`src/cpt_pkg.sv`:
```
// ----------------------------------------------------------------------------
// cpt_pkg
// Types, codes and constants of the checksummed parameter table.
// ----------------------------------------------------------------------------
package cpt_pkg;

    // default geometry
    localparam int unsigned TABLE_DEPTH_DEF  = 64;
    localparam int unsigned SUM_LOW_POS_DEF  = 60;
    localparam int unsigned SUM_HIGH_POS_DEF = 61;
    localparam int unsigned CRC_POS_DEF      = 62;

    // transaction kinds
    localparam logic [2:0] K_RD_BYTE = 3'd0;
    localparam logic [2:0] K_WR_BYTE = 3'd1;
    localparam logic [2:0] K_RD_HALF = 3'd2;
    localparam logic [2:0] K_WR_HALF = 3'd3;
    localparam logic [2:0] K_UPDATE  = 3'd4;
    localparam logic [2:0] K_VERIFY  = 3'd5;

    // result status
    localparam logic [1:0] ST_OK      = 2'd0;
    localparam logic [1:0] ST_RANGE   = 2'd1;
    localparam logic [1:0] ST_SUM_BAD = 2'd2;
    localparam logic [1:0] ST_CRC_BAD = 2'd3;

    // check unit operations
    localparam logic [2:0] OP_NOP      = 3'd0;
    localparam logic [2:0] OP_INIT_SUM = 3'd1;
    localparam logic [2:0] OP_INIT_CRC = 3'd2;
    localparam logic [2:0] OP_ADD      = 3'd3;
    localparam logic [2:0] OP_CRC      = 3'd4;

    // CRC-16/MODBUS, reflected
    localparam logic [15:0] CRC_INIT = 16'hFFFF;
    localparam logic [15:0] CRC_POLY = 16'hA001;

    typedef struct packed {
        logic [2:0]  kind;
        logic [7:0]  address;
        logic [15:0] write_value;
    } t_in;

    typedef struct packed {
        logic [15:0] read_data;
        logic [1:0]  status;
    } t_out;

    typedef struct packed {
        logic [2:0] op;
        logic [7:0] data_byte;
    } t_chk_ctl;

    // power-on contents; everything not listed is zero
    function automatic logic [7:0] cpt_default_byte(input logic [7:0] a);
        logic [7:0] v;
        case (a)
            8'd0:    v = 8'd58;
            8'd1:    v = 8'd55;
            8'd3:    v = 8'd1;
            8'd4:    v = 8'd1;
            8'd7:    v = 8'd1;
            8'd9:    v = 8'd24;
            8'd10:   v = 8'd7;
            8'd11:   v = 8'd23;
            8'd12:   v = 8'd12;
            8'd15:   v = 8'd1;
            8'd16:   v = 8'd40;
            8'd20:   v = 8'd40;
            8'd21:   v = 8'd1;
            8'd22:   v = 8'd164;
            8'd23:   v = 8'd164;
            8'd27:   v = 8'd8;
            default: v = 8'd0;
        endcase
        return v;
    endfunction

    // one byte through the CRC, LSB first
    function automatic logic [15:0] cpt_crc_byte(input logic [15:0] crc,
                                                 input logic [7:0]  d);
        logic [15:0] c;
        c = crc ^ {8'h00, d};
        for (int b = 0; b < 8; b++) begin
            if (c[0]) begin
                c = (c >> 1) ^ CRC_POLY;
            end else begin
                c = c >> 1;
            end
        end
        return c;
    endfunction

endpackage

```
`src/checksummed_parameter_table_top.sv`:
```
// ----------------------------------------------------------------------------
// checksummed_parameter_table_top
// Byte-wide parameter store with bounds-checked byte/halfword access and
// sum + CRC-16/MODBUS protection.
// ----------------------------------------------------------------------------
// Usage:
//   Input channel (i_in_valid / o_in_stall / i_in_data) carries one command
//   transaction: read/write byte, read/write little-endian halfword, update
//   checks, or verify. Every command yields exactly one result transaction on
//   the output channel (o_out_valid / i_out_stall / o_out_data).
//   Commands are handled one at a time by a small sequencer around a single
//   RAM port (one byte per cycle) and one shared sum/CRC accumulator.
//   Reads and writes move one byte per state; an out-of-range or unused
//   kind goes straight to the result. Update sums the bytes below
//   SUM_LOW_POS, writes both sum bytes, then runs the bytes below CRC_POS
//   through the CRC and writes its low byte; verify compares both stored
//   checks instead and stops at a sum mismatch.
//   The next command is taken in the cycle after the result is loaded.
//   The result sits in an output register; a new command is accepted while
//   it waits, but the sequencer holds its next result until the register
//   drains, so a stalled receiver eventually stalls the input.
//   Reset clears per-entry valid bits at once: unwritten entries read as the
//   default parameter table, so no clearing pass is needed.
// ----------------------------------------------------------------------------
module checksummed_parameter_table_top #(
    parameter int unsigned TABLE_DEPTH  = cpt_pkg::TABLE_DEPTH_DEF,
    parameter int unsigned SUM_LOW_POS  = cpt_pkg::SUM_LOW_POS_DEF,
    parameter int unsigned SUM_HIGH_POS = cpt_pkg::SUM_HIGH_POS_DEF,
    parameter int unsigned CRC_POS      = cpt_pkg::CRC_POS_DEF
) (
    input  logic          i_clk,
    input  logic          i_rst_n,
    input  logic          i_in_valid,
    output logic          o_in_stall,
    input  cpt_pkg::t_in  i_in_data,
    output logic          o_out_valid,
    input  logic          i_out_stall,
    output cpt_pkg::t_out o_out_data
);
    import cpt_pkg::*;

    // storage must also cover the check positions
    localparam int unsigned POS_MAX_A   = (SUM_LOW_POS > SUM_HIGH_POS) ?
                                          SUM_LOW_POS : SUM_HIGH_POS;
    localparam int unsigned POS_MAX     = (POS_MAX_A > CRC_POS) ? POS_MAX_A : CRC_POS;
    localparam int unsigned STORE_DEPTH = (TABLE_DEPTH > POS_MAX + 1) ?
                                          TABLE_DEPTH : POS_MAX + 1;
    localparam int unsigned AW          = $clog2(STORE_DEPTH);

    // sequencer states
    localparam logic [4:0] S_IDLE     = 5'd0;
    localparam logic [4:0] S_RD1      = 5'd1;   // issue first read
    localparam logic [4:0] S_RD2      = 5'd2;   // take low byte, maybe issue high
    localparam logic [4:0] S_RDHI     = 5'd3;   // take high byte
    localparam logic [4:0] S_WR1      = 5'd4;
    localparam logic [4:0] S_WR2      = 5'd5;
    localparam logic [4:0] S_SUM      = 5'd6;   // walk bytes into the sum
    localparam logic [4:0] S_WSUMLO   = 5'd7;
    localparam logic [4:0] S_WSUMHI   = 5'd8;
    localparam logic [4:0] S_CRC      = 5'd9;   // walk bytes into the CRC
    localparam logic [4:0] S_WCRC     = 5'd10;
    localparam logic [4:0] S_VSUMLO   = 5'd11;
    localparam logic [4:0] S_VSUMHI   = 5'd12;
    localparam logic [4:0] S_VSUMCMP  = 5'd13;
    localparam logic [4:0] S_VCRC     = 5'd14;
    localparam logic [4:0] S_VCRCCMP  = 5'd15;
    localparam logic [4:0] S_DONE     = 5'd16;

    // control
    logic [4:0]  r_state, n_state;
    logic        r_feed,  n_feed;      // read data of last cycle goes to the unit
    logic        r_out_vld, n_out_vld;
    logic [STORE_DEPTH-1:0] r_valid;   // entry written since reset

    // transaction context
    logic [AW-1:0] r_addr,  n_addr;
    logic [15:0]   r_wdata, n_wdata;
    logic          r_half,  n_half;
    logic          r_verify, n_verify;
    logic [AW-1:0] r_idx,   n_idx;
    logic [15:0]   r_res_data, n_res_data;
    logic [1:0]    r_res_status, n_res_status;
    logic [7:0]    r_cmp_lo, n_cmp_lo;
    t_out          r_out, n_out;

    // memory
    logic [7:0]    mem [STORE_DEPTH];
    logic [7:0]    r_rd_data;
    logic          r_rd_vbit;
    logic [7:0]    r_rd_dflt;
    logic          rd_en, wr_en;
    logic [AW-1:0] rd_addr, wr_addr;
    logic [7:0]    wr_data;
    logic [7:0]    rd_byte;

    logic          in_acc;
    logic          byte_ok, half_ok;
    t_chk_ctl      chk_ctl;
    logic [15:0]   chk_acc;

    cpt_chk_unit u_chk (
        .i_clk (i_clk),
        .i_ctl (chk_ctl),
        .o_acc (chk_acc)
    );

    assign o_in_stall  = (r_state != S_IDLE);
    assign in_acc      = i_in_valid && (r_state == S_IDLE);
    assign o_out_valid = r_out_vld;
    assign o_out_data  = r_out;

    // unwritten entries read back as the power-on table
    assign rd_byte = r_rd_vbit ? r_rd_data : r_rd_dflt;

    assign byte_ok = ({1'b0, i_in_data.address} < 9'(TABLE_DEPTH));
    assign half_ok = (({1'b0, i_in_data.address} + 9'd1) < 9'(TABLE_DEPTH));

    always_comb begin
        n_state      = r_state;
        n_feed       = 1'b0;
        n_out_vld    = r_out_vld && i_out_stall;
        n_out        = r_out;
        n_addr       = r_addr;
        n_wdata      = r_wdata;
        n_half       = r_half;
        n_verify     = r_verify;
        n_idx        = r_idx;
        n_res_data   = r_res_data;
        n_res_status = r_res_status;
        n_cmp_lo     = r_cmp_lo;
        rd_en        = 1'b0;
        rd_addr      = r_addr;
        wr_en        = 1'b0;
        wr_addr      = r_addr;
        wr_data      = r_wdata[7:0];
        chk_ctl.op        = OP_NOP;
        chk_ctl.data_byte = rd_byte;

        case (r_state)
            S_IDLE: begin
                if (in_acc) begin
                    n_addr       = i_in_data.address[AW-1:0];
                    n_wdata      = i_in_data.write_value;
                    n_res_data   = '0;
                    n_res_status = ST_OK;
                    n_idx        = '0;
                    n_state      = S_DONE;
                    case (i_in_data.kind)
                        K_RD_BYTE, K_WR_BYTE: begin
                            n_half = 1'b0;
                            if (!byte_ok) begin
                                n_res_status = ST_RANGE;
                            end else if (i_in_data.kind == K_RD_BYTE) begin
                                n_state = S_RD1;
                            end else begin
                                n_state = S_WR1;
                            end
                        end
                        K_RD_HALF, K_WR_HALF: begin
                            n_half = 1'b1;
                            if (!half_ok) begin
                                n_res_status = ST_RANGE;
                            end else if (i_in_data.kind == K_RD_HALF) begin
                                n_state = S_RD1;
                            end else begin
                                n_state = S_WR1;
                            end
                        end
                        K_UPDATE, K_VERIFY: begin
                            n_verify   = (i_in_data.kind == K_VERIFY);
                            chk_ctl.op = OP_INIT_SUM;
                            n_state    = S_SUM;
                        end
                        default: n_state = S_DONE;   // unused kinds: ok, no effect
                    endcase
                end
            end
            S_RD1: begin
                rd_en   = 1'b1;
                rd_addr = r_addr;
                n_state = S_RD2;
            end
            S_RD2: begin
                n_res_data = {8'h00, rd_byte};
                if (r_half) begin
                    rd_en   = 1'b1;
                    rd_addr = r_addr + AW'(1);
                    n_state = S_RDHI;
                end else begin
                    n_state = S_DONE;
                end
            end
            S_RDHI: begin
                n_res_data = {rd_byte, r_res_data[7:0]};
                n_state    = S_DONE;
            end
            S_WR1: begin
                wr_en   = 1'b1;
                wr_addr = r_addr;
                wr_data = r_wdata[7:0];
                n_state = r_half ? S_WR2 : S_DONE;
            end
            S_WR2: begin
                wr_en   = 1'b1;
                wr_addr = r_addr + AW'(1);
                wr_data = r_wdata[15:8];
                n_state = S_DONE;
            end
            S_SUM: begin
                if (r_feed) begin
                    chk_ctl.op = OP_ADD;
                end
                if (r_idx != AW'(SUM_LOW_POS)) begin
                    rd_en   = 1'b1;
                    rd_addr = r_idx;
                    n_feed  = 1'b1;
                    n_idx   = r_idx + AW'(1);
                end else begin
                    n_state = r_verify ? S_VSUMLO : S_WSUMLO;
                end
            end
            S_WSUMLO: begin
                wr_en   = 1'b1;
                wr_addr = AW'(SUM_LOW_POS);
                wr_data = chk_acc[7:0];
                n_state = S_WSUMHI;
            end
            S_WSUMHI: begin
                wr_en      = 1'b1;
                wr_addr    = AW'(SUM_HIGH_POS);
                wr_data    = chk_acc[15:8];
                n_idx      = '0;
                chk_ctl.op = OP_INIT_CRC;
                n_state    = S_CRC;
            end
            S_CRC: begin
                if (r_feed) begin
                    chk_ctl.op = OP_CRC;
                end
                if (r_idx != AW'(CRC_POS)) begin
                    rd_en   = 1'b1;
                    rd_addr = r_idx;
                    n_feed  = 1'b1;
                    n_idx   = r_idx + AW'(1);
                end else begin
                    n_state = r_verify ? S_VCRC : S_WCRC;
                end
            end
            S_WCRC: begin
                wr_en   = 1'b1;
                wr_addr = AW'(CRC_POS);
                wr_data = chk_acc[7:0];
                n_state = S_DONE;
            end
            S_VSUMLO: begin
                rd_en   = 1'b1;
                rd_addr = AW'(SUM_LOW_POS);
                n_state = S_VSUMHI;
            end
            S_VSUMHI: begin
                n_cmp_lo = rd_byte;
                rd_en    = 1'b1;
                rd_addr  = AW'(SUM_HIGH_POS);
                n_state  = S_VSUMCMP;
            end
            S_VSUMCMP: begin
                if ({rd_byte, r_cmp_lo} != chk_acc) begin
                    n_res_status = ST_SUM_BAD;
                    n_state      = S_DONE;
                end else begin
                    n_idx      = '0;
                    chk_ctl.op = OP_INIT_CRC;
                    n_state    = S_CRC;
                end
            end
            S_VCRC: begin
                rd_en   = 1'b1;
                rd_addr = AW'(CRC_POS);
                n_state = S_VCRCCMP;
            end
            S_VCRCCMP: begin
                if (rd_byte != chk_acc[7:0]) begin
                    n_res_status = ST_CRC_BAD;
                end
                n_state = S_DONE;
            end
            S_DONE: begin
                // wait for the output register to be free
                if (!r_out_vld || !i_out_stall) begin
                    n_out_vld       = 1'b1;
                    n_out.read_data = r_res_data;
                    n_out.status    = r_res_status;
                    n_state         = S_IDLE;
                end
            end
            default: n_state = S_IDLE;
        endcase
    end

    // control registers
    always_ff @(posedge i_clk) begin
        if (!i_rst_n) begin
            r_state   <= S_IDLE;
            r_feed    <= 1'b0;
            r_out_vld <= 1'b0;
            r_valid   <= '0;
        end else begin
            r_state   <= n_state;
            r_feed    <= n_feed;
            r_out_vld <= n_out_vld;
            if (wr_en) begin
                r_valid[wr_addr] <= 1'b1;
            end
        end
    end

    // context and result registers
    always_ff @(posedge i_clk) begin
        r_addr       <= n_addr;
        r_wdata      <= n_wdata;
        r_half       <= n_half;
        r_verify     <= n_verify;
        r_idx        <= n_idx;
        r_res_data   <= n_res_data;
        r_res_status <= n_res_status;
        r_cmp_lo     <= n_cmp_lo;
        r_out        <= n_out;
    end

    // single-port store, registered read
    always_ff @(posedge i_clk) begin
        if (wr_en) begin
            mem[wr_addr] <= wr_data;
        end
        if (rd_en) begin
            r_rd_data <= mem[rd_addr];
            r_rd_vbit <= r_valid[rd_addr];
            r_rd_dflt <= cpt_default_byte(8'(rd_addr));
        end
    end

endmodule

```
`src/cpt_chk_unit.sv`:
```
// ----------------------------------------------------------------------------
// cpt_chk_unit
// Shared check accumulator: 16-bit wrapping byte sum or CRC-16/MODBUS,
// one byte per cycle.
// ----------------------------------------------------------------------------
module cpt_chk_unit (
    input  logic              i_clk,
    input  cpt_pkg::t_chk_ctl i_ctl,
    output logic [15:0]       o_acc
);
    import cpt_pkg::*;

    logic [15:0] r_acc;
    logic [15:0] n_acc;

    always_comb begin
        case (i_ctl.op)
            OP_INIT_SUM: n_acc = '0;
            OP_INIT_CRC: n_acc = CRC_INIT;
            OP_ADD:      n_acc = r_acc + {8'h00, i_ctl.data_byte};
            OP_CRC:      n_acc = cpt_crc_byte(r_acc, i_ctl.data_byte);
            default:     n_acc = r_acc;
        endcase
    end

    always_ff @(posedge i_clk) begin
        r_acc <= n_acc;
    end

    assign o_acc = r_acc;

endmodule

```
`config.mk`:
```
export PLATFORM = sky130hd
export DESIGN_NAME = checksummed_parameter_table_top
export DESIGN_NICKNAME = d
export VERILOG_FILES = /design/src/cpt_pkg.sv /design/src/checksummed_parameter_table_top.sv /design/src/cpt_chk_unit.sv
export SDC_FILE = /design/constraint.sdc
export NUM_CORES = 1
export LEC_CHECK = 0
export BUFFER_PORTS_ARGS = -buffer_cell sky130_fd_sc_hd__clkbuf_2
export CAP_MARGIN = 30
export CELL_PAD_IN_SITES_DETAIL_PLACEMENT = 0
export CELL_PAD_IN_SITES_GLOBAL_PLACEMENT = 1
export CORE_MARGIN = 3
export CORE_UTILIZATION = 47
export DETAILED_ROUTE_END_ITERATION = 10
export PLACE_DENSITY = 0.76
export RECOVER_POWER = 50
export SLEW_MARGIN = 10
export SYNTH_ARGS = -nofsm -noshare
export SYNTH_HDL_FRONTEND = slang
export SYNTH_SLANG_ARGS = --single-unit
```
`constraint.sdc`:
```
create_clock -name i_clk -period 4.69 [get_ports i_clk]
set_input_delay 0.469 -clock i_clk [delete_from_list [all_inputs] [get_ports i_clk]]
set_output_delay 0.469 -clock i_clk [all_outputs]
set_load 0.1 [all_outputs]
```
==> key figures <==
Status
  – Status: finished, final reports clean

Logic synthesis
  – Synth top area share: ~64%
  – Post-synth top cells: edfxtp_1 (618), nand2_1 (375), nor2_1 (161), nand3_1 (95), a21oi_1 (94)
  – Seq cells post-synth: 689
  – Post-Syn Area: 0.0290 mm²
  – Syn_nets: 2286
  – Synth top area cells: edfxtp_1 (64%), dfxtp_1 (4.9%), nand2_1 (4.9%), mux2i_1 (2.8%), nor2_1 (2.1%)
  – EDFF count, synth: 618
  – Library cells used by synthesis: 80
  – Top-count cell post-synth: edfxtp_1
  – Synth Warn #: 0
  – Per-instance average area after synthesis: 13.0 µm²
  – Largest area contributor in the netlist: edfxtp_1
  – Post-synthesis sequential area ratio: 68.9%
  – Post-synth top flop: edfxtp_1
  – Cells after Synth: 2235
  – Synth async-reset ratio: 0%

Clock network
  – Clk Latency, worst-skew pair: ~0.62 ns
  – CTS sink cnt: between 600 and 700
  – Post-CTS Setup Repair Bufs: 0
  – Clock buffer depth: 3
  – Total CTS buffers: between 70 and 80
  – Worst-path clk slew: around 0.060 ns
  – Clock root cell: clkbuf_16
  – H-tree Lvls: 3
  – CTS tree: yes

GRT
  – Vias in the first global route: 19.2k
  – GRT overflow: 0
  – Global-route wire length before repair: 121000 µm
  – Total track usage: 25.1%
  – Initial antenna violation count: 2
  – Pin count of the biggest net entering global routing: 80

Setup path
  – Crit path max fanout: 15
  – Reg2reg setup slack: 0.22 ns
  – CP max stage cell: o211ai_1
  – CP Buf/Inv Count: 1
  – Crit-path max cell delay: 0.61 ns
  – CP required: 5.05 ns
  – Most frequent cell on the critical path: or2_0
  – Cells along the critical path: buf_4 -> or3_1 -> nor2_1 -> a221oi_1 -> o211ai_1 -> or2_0 -> or2_0 -> o21ai_0 -> or4_1
  – Critical path launch point type: register
  – Crit end category: register
  – Critical Path AT: 4.82 ns
  – CP delay by family, top: simple AND/OR/NAND/NOR gates
  – Critical setup path kind: reg -> reg

Job
  – Max-capacitance violation count: 0

Floorplan
  – Core area: 0.0607 mm²
  – Number of I/O pins: ~50
  – Chip Width: 254 µm
  – FP Rows: 90
  – Initial core utilization: between 40% and 50%
  – Die footprint: 0.0647 mm²
  – Die height: about 250 µm

Placement
  – IO Port Bufs: 50
  – GPL Wtd Cong: 0.930
  – Dpl ws: about 0.36 ns
  – Hpwl dp: 51900 µm

STA
  – Slew at the pin with the worst max-slew slack: roughly 1.2 ns
  – Max_slew headroom: 17.9%
  – Max frequency: 0.224 GHz
  – Clock Skews: 0.0210 ns
  – Final min period: 4.47 ns
  – Final TNS setup: 0 ns
  – Final hold vios: 0
  – Setup WS post-layout: 0.222 ns
  – RSZ-0062 raised after global routing: no
  – Fin crit share: 95.3%
  – Max Slew Vio Count: 0
  – Final setup viols: 0

Power and ir drop
  – VDD IR max: 0.000317 V
  – LEAKAGE: 11.6 nW
  – PD cells: 446 mW/mm²

Drt
  – DRC Markers: 0
  – WL/cell: 25.0 µm
  – Total routed wirelength: 81200 µm
  – Initial DRC Count: 2257
  – Vias after detailed routing: 19.8k
  – Via/cell ratio: 6.10
  – Number of detailed-route iterations in the first pass: 8
  – ANT nets after route: 0

Worst hold path
  – Hold crit path type: in -> reg

Cells and area
  – Ratio of cells with drive above 1 in the final layout: around an eighth
  – Fin nets: around 2.5k
  – Layout area overhead: 15.5%
  – Antenna Cells: 0
## sequential cells by signal, indices dropped and copies added, names as in the netlist
signal	cells
r_res_data	16
r_feed	1
r_state	5
u_chk.o_acc	16
r_cmp_lo	8
r_rd_data	8
r_half	1
r_wdata	16
r_rd_dflt	7
r_addr	6
r_rd_vbit	1
r_idx	6
r_valid	64
r_verify	1
o_out_data	18
o_out_valid	1
r_res_status	2
mem	512
## per-stage QoR
step / utilization [%] / hold WS (ns) / total power [mW] / cell area, µm² / instances
floorplan: - / 0.400 / 8.36 / 29000 / 2235
global placement: 51.2 / 0.403 / 9.09 / 31100 / 3098
detailed placement: 51.2 / 0.405 / 9.11 / 31100 / 3099
CTS: 55.4 / 0.000890 / 15.0 / 33600 / 3243
global route: 55.2 / 0.00741 / 15.4 / 33500 / 3244
finish: 55.2 / 0.0225 / 14.9 / 33500 / 3244
## cells by family (layout without fill, tap and decap cells)
logic type	count (synthesis)	count (layout)	share of synthesized area, %
AO/OA/AOI/OAI	454	454	11.3
XOR/XNOR	47	47	1.42
adder cells (fa/ha/maj)	20	20	0.889
buffers and inverters	158	385	2.47
flip-flops	689	689	68.9
multiplexers	85	85	3.07
AND/OR/NAND/NOR	782	782	11.9
## layout make-up
cell class	instances	area [µm²]
clock buffers	103	2100
clock inverters	35	394
fillers	4995	27200
inverters	32	123
multi-input cells	1388	8390
flip-flops and latches	689	20000
well taps	782	978
repair buffers	215	1510
## power breakdown
part | switching, mW | internal, mW
registers | 0.0698 | 6.91
logic | 1.45 | 0.569
clock network | 2.40 | 3.55
total | 3.92 | 11.0
## placed cells by master, fill, tap and decap left out, types with 9 or more instances in the layout
cell | synthesis | layout
a22o_1 | 12 | 12
ha_1 | 19 | 19
clkbuf_8 | 0 | 10
nor3_1 | 16 | 16
dfxtp_1 | 71 | 71
inv_1 | 29 | 29
clkbuf_16 | 0 | 76
edfxtp_1 | 618 | 618
a32o_1 | 12 | 12
and3_1 | 44 | 44
nor4_1 | 9 | 9
nand4_1 | 15 | 15
xnor2_1 | 35 | 35
a32oi_1 | 33 | 33
a31oi_1 | 30 | 30
mux2i_1 | 81 | 81
clkbuf_2 | 0 | 20
a221oi_1 | 10 | 10
a22oi_1 | 17 | 17
a21oi_1 | 94 | 86
clkinv_2 | 0 | 12
o21a_1 | 68 | 68
buf_4 | 8 | 135
nand2_1 | 375 | 375
clkbuf_1 | 43 | 61
xor2_1 | 12 | 12
nor2_1 | 161 | 161
o22ai_1 | 24 | 24
nand2b_1 | 10 | 10
a2111oi_0 | 11 | 11
o21ai_0 | 26 | 26
a211oi_1 | 49 | 49
nand3_1 | 95 | 95
## per-layer routing
metal | part of all wire, % | vias up | global-route usage (%)
met3 | 8.5 | 188 | 4.34
li1 | - | 8795 | -
met5 | 0 | - | 0
met4 | 4.4 | 0 | 10.2
met2 | 46 | 984 | 40.0
met1 | 41 | 9832 | 34.4
## final timing paths
kind	endpoint	start	cells after the start
max reg2reg	r_rd_data[0]$_DFFE_PP_	r_state[4]$_SDFFE_PN0P_	9
min reg2reg	o_out_data[0]$_DFFE_PP_	r_res_status[0]$_DFFE_PP_	0
max	r_rd_data[0]$_DFFE_PP_	r_state[4]$_SDFFE_PN0P_	9
min	r_wdata[13]$_DFFE_PP_	i_in_data[13]	1
## what timing repair did
action	CTS	global route
gates resized for setup	0	0
hold buffers	6	0
hold endpoints to repair	6	0
(Power assumes the default switching activity.)
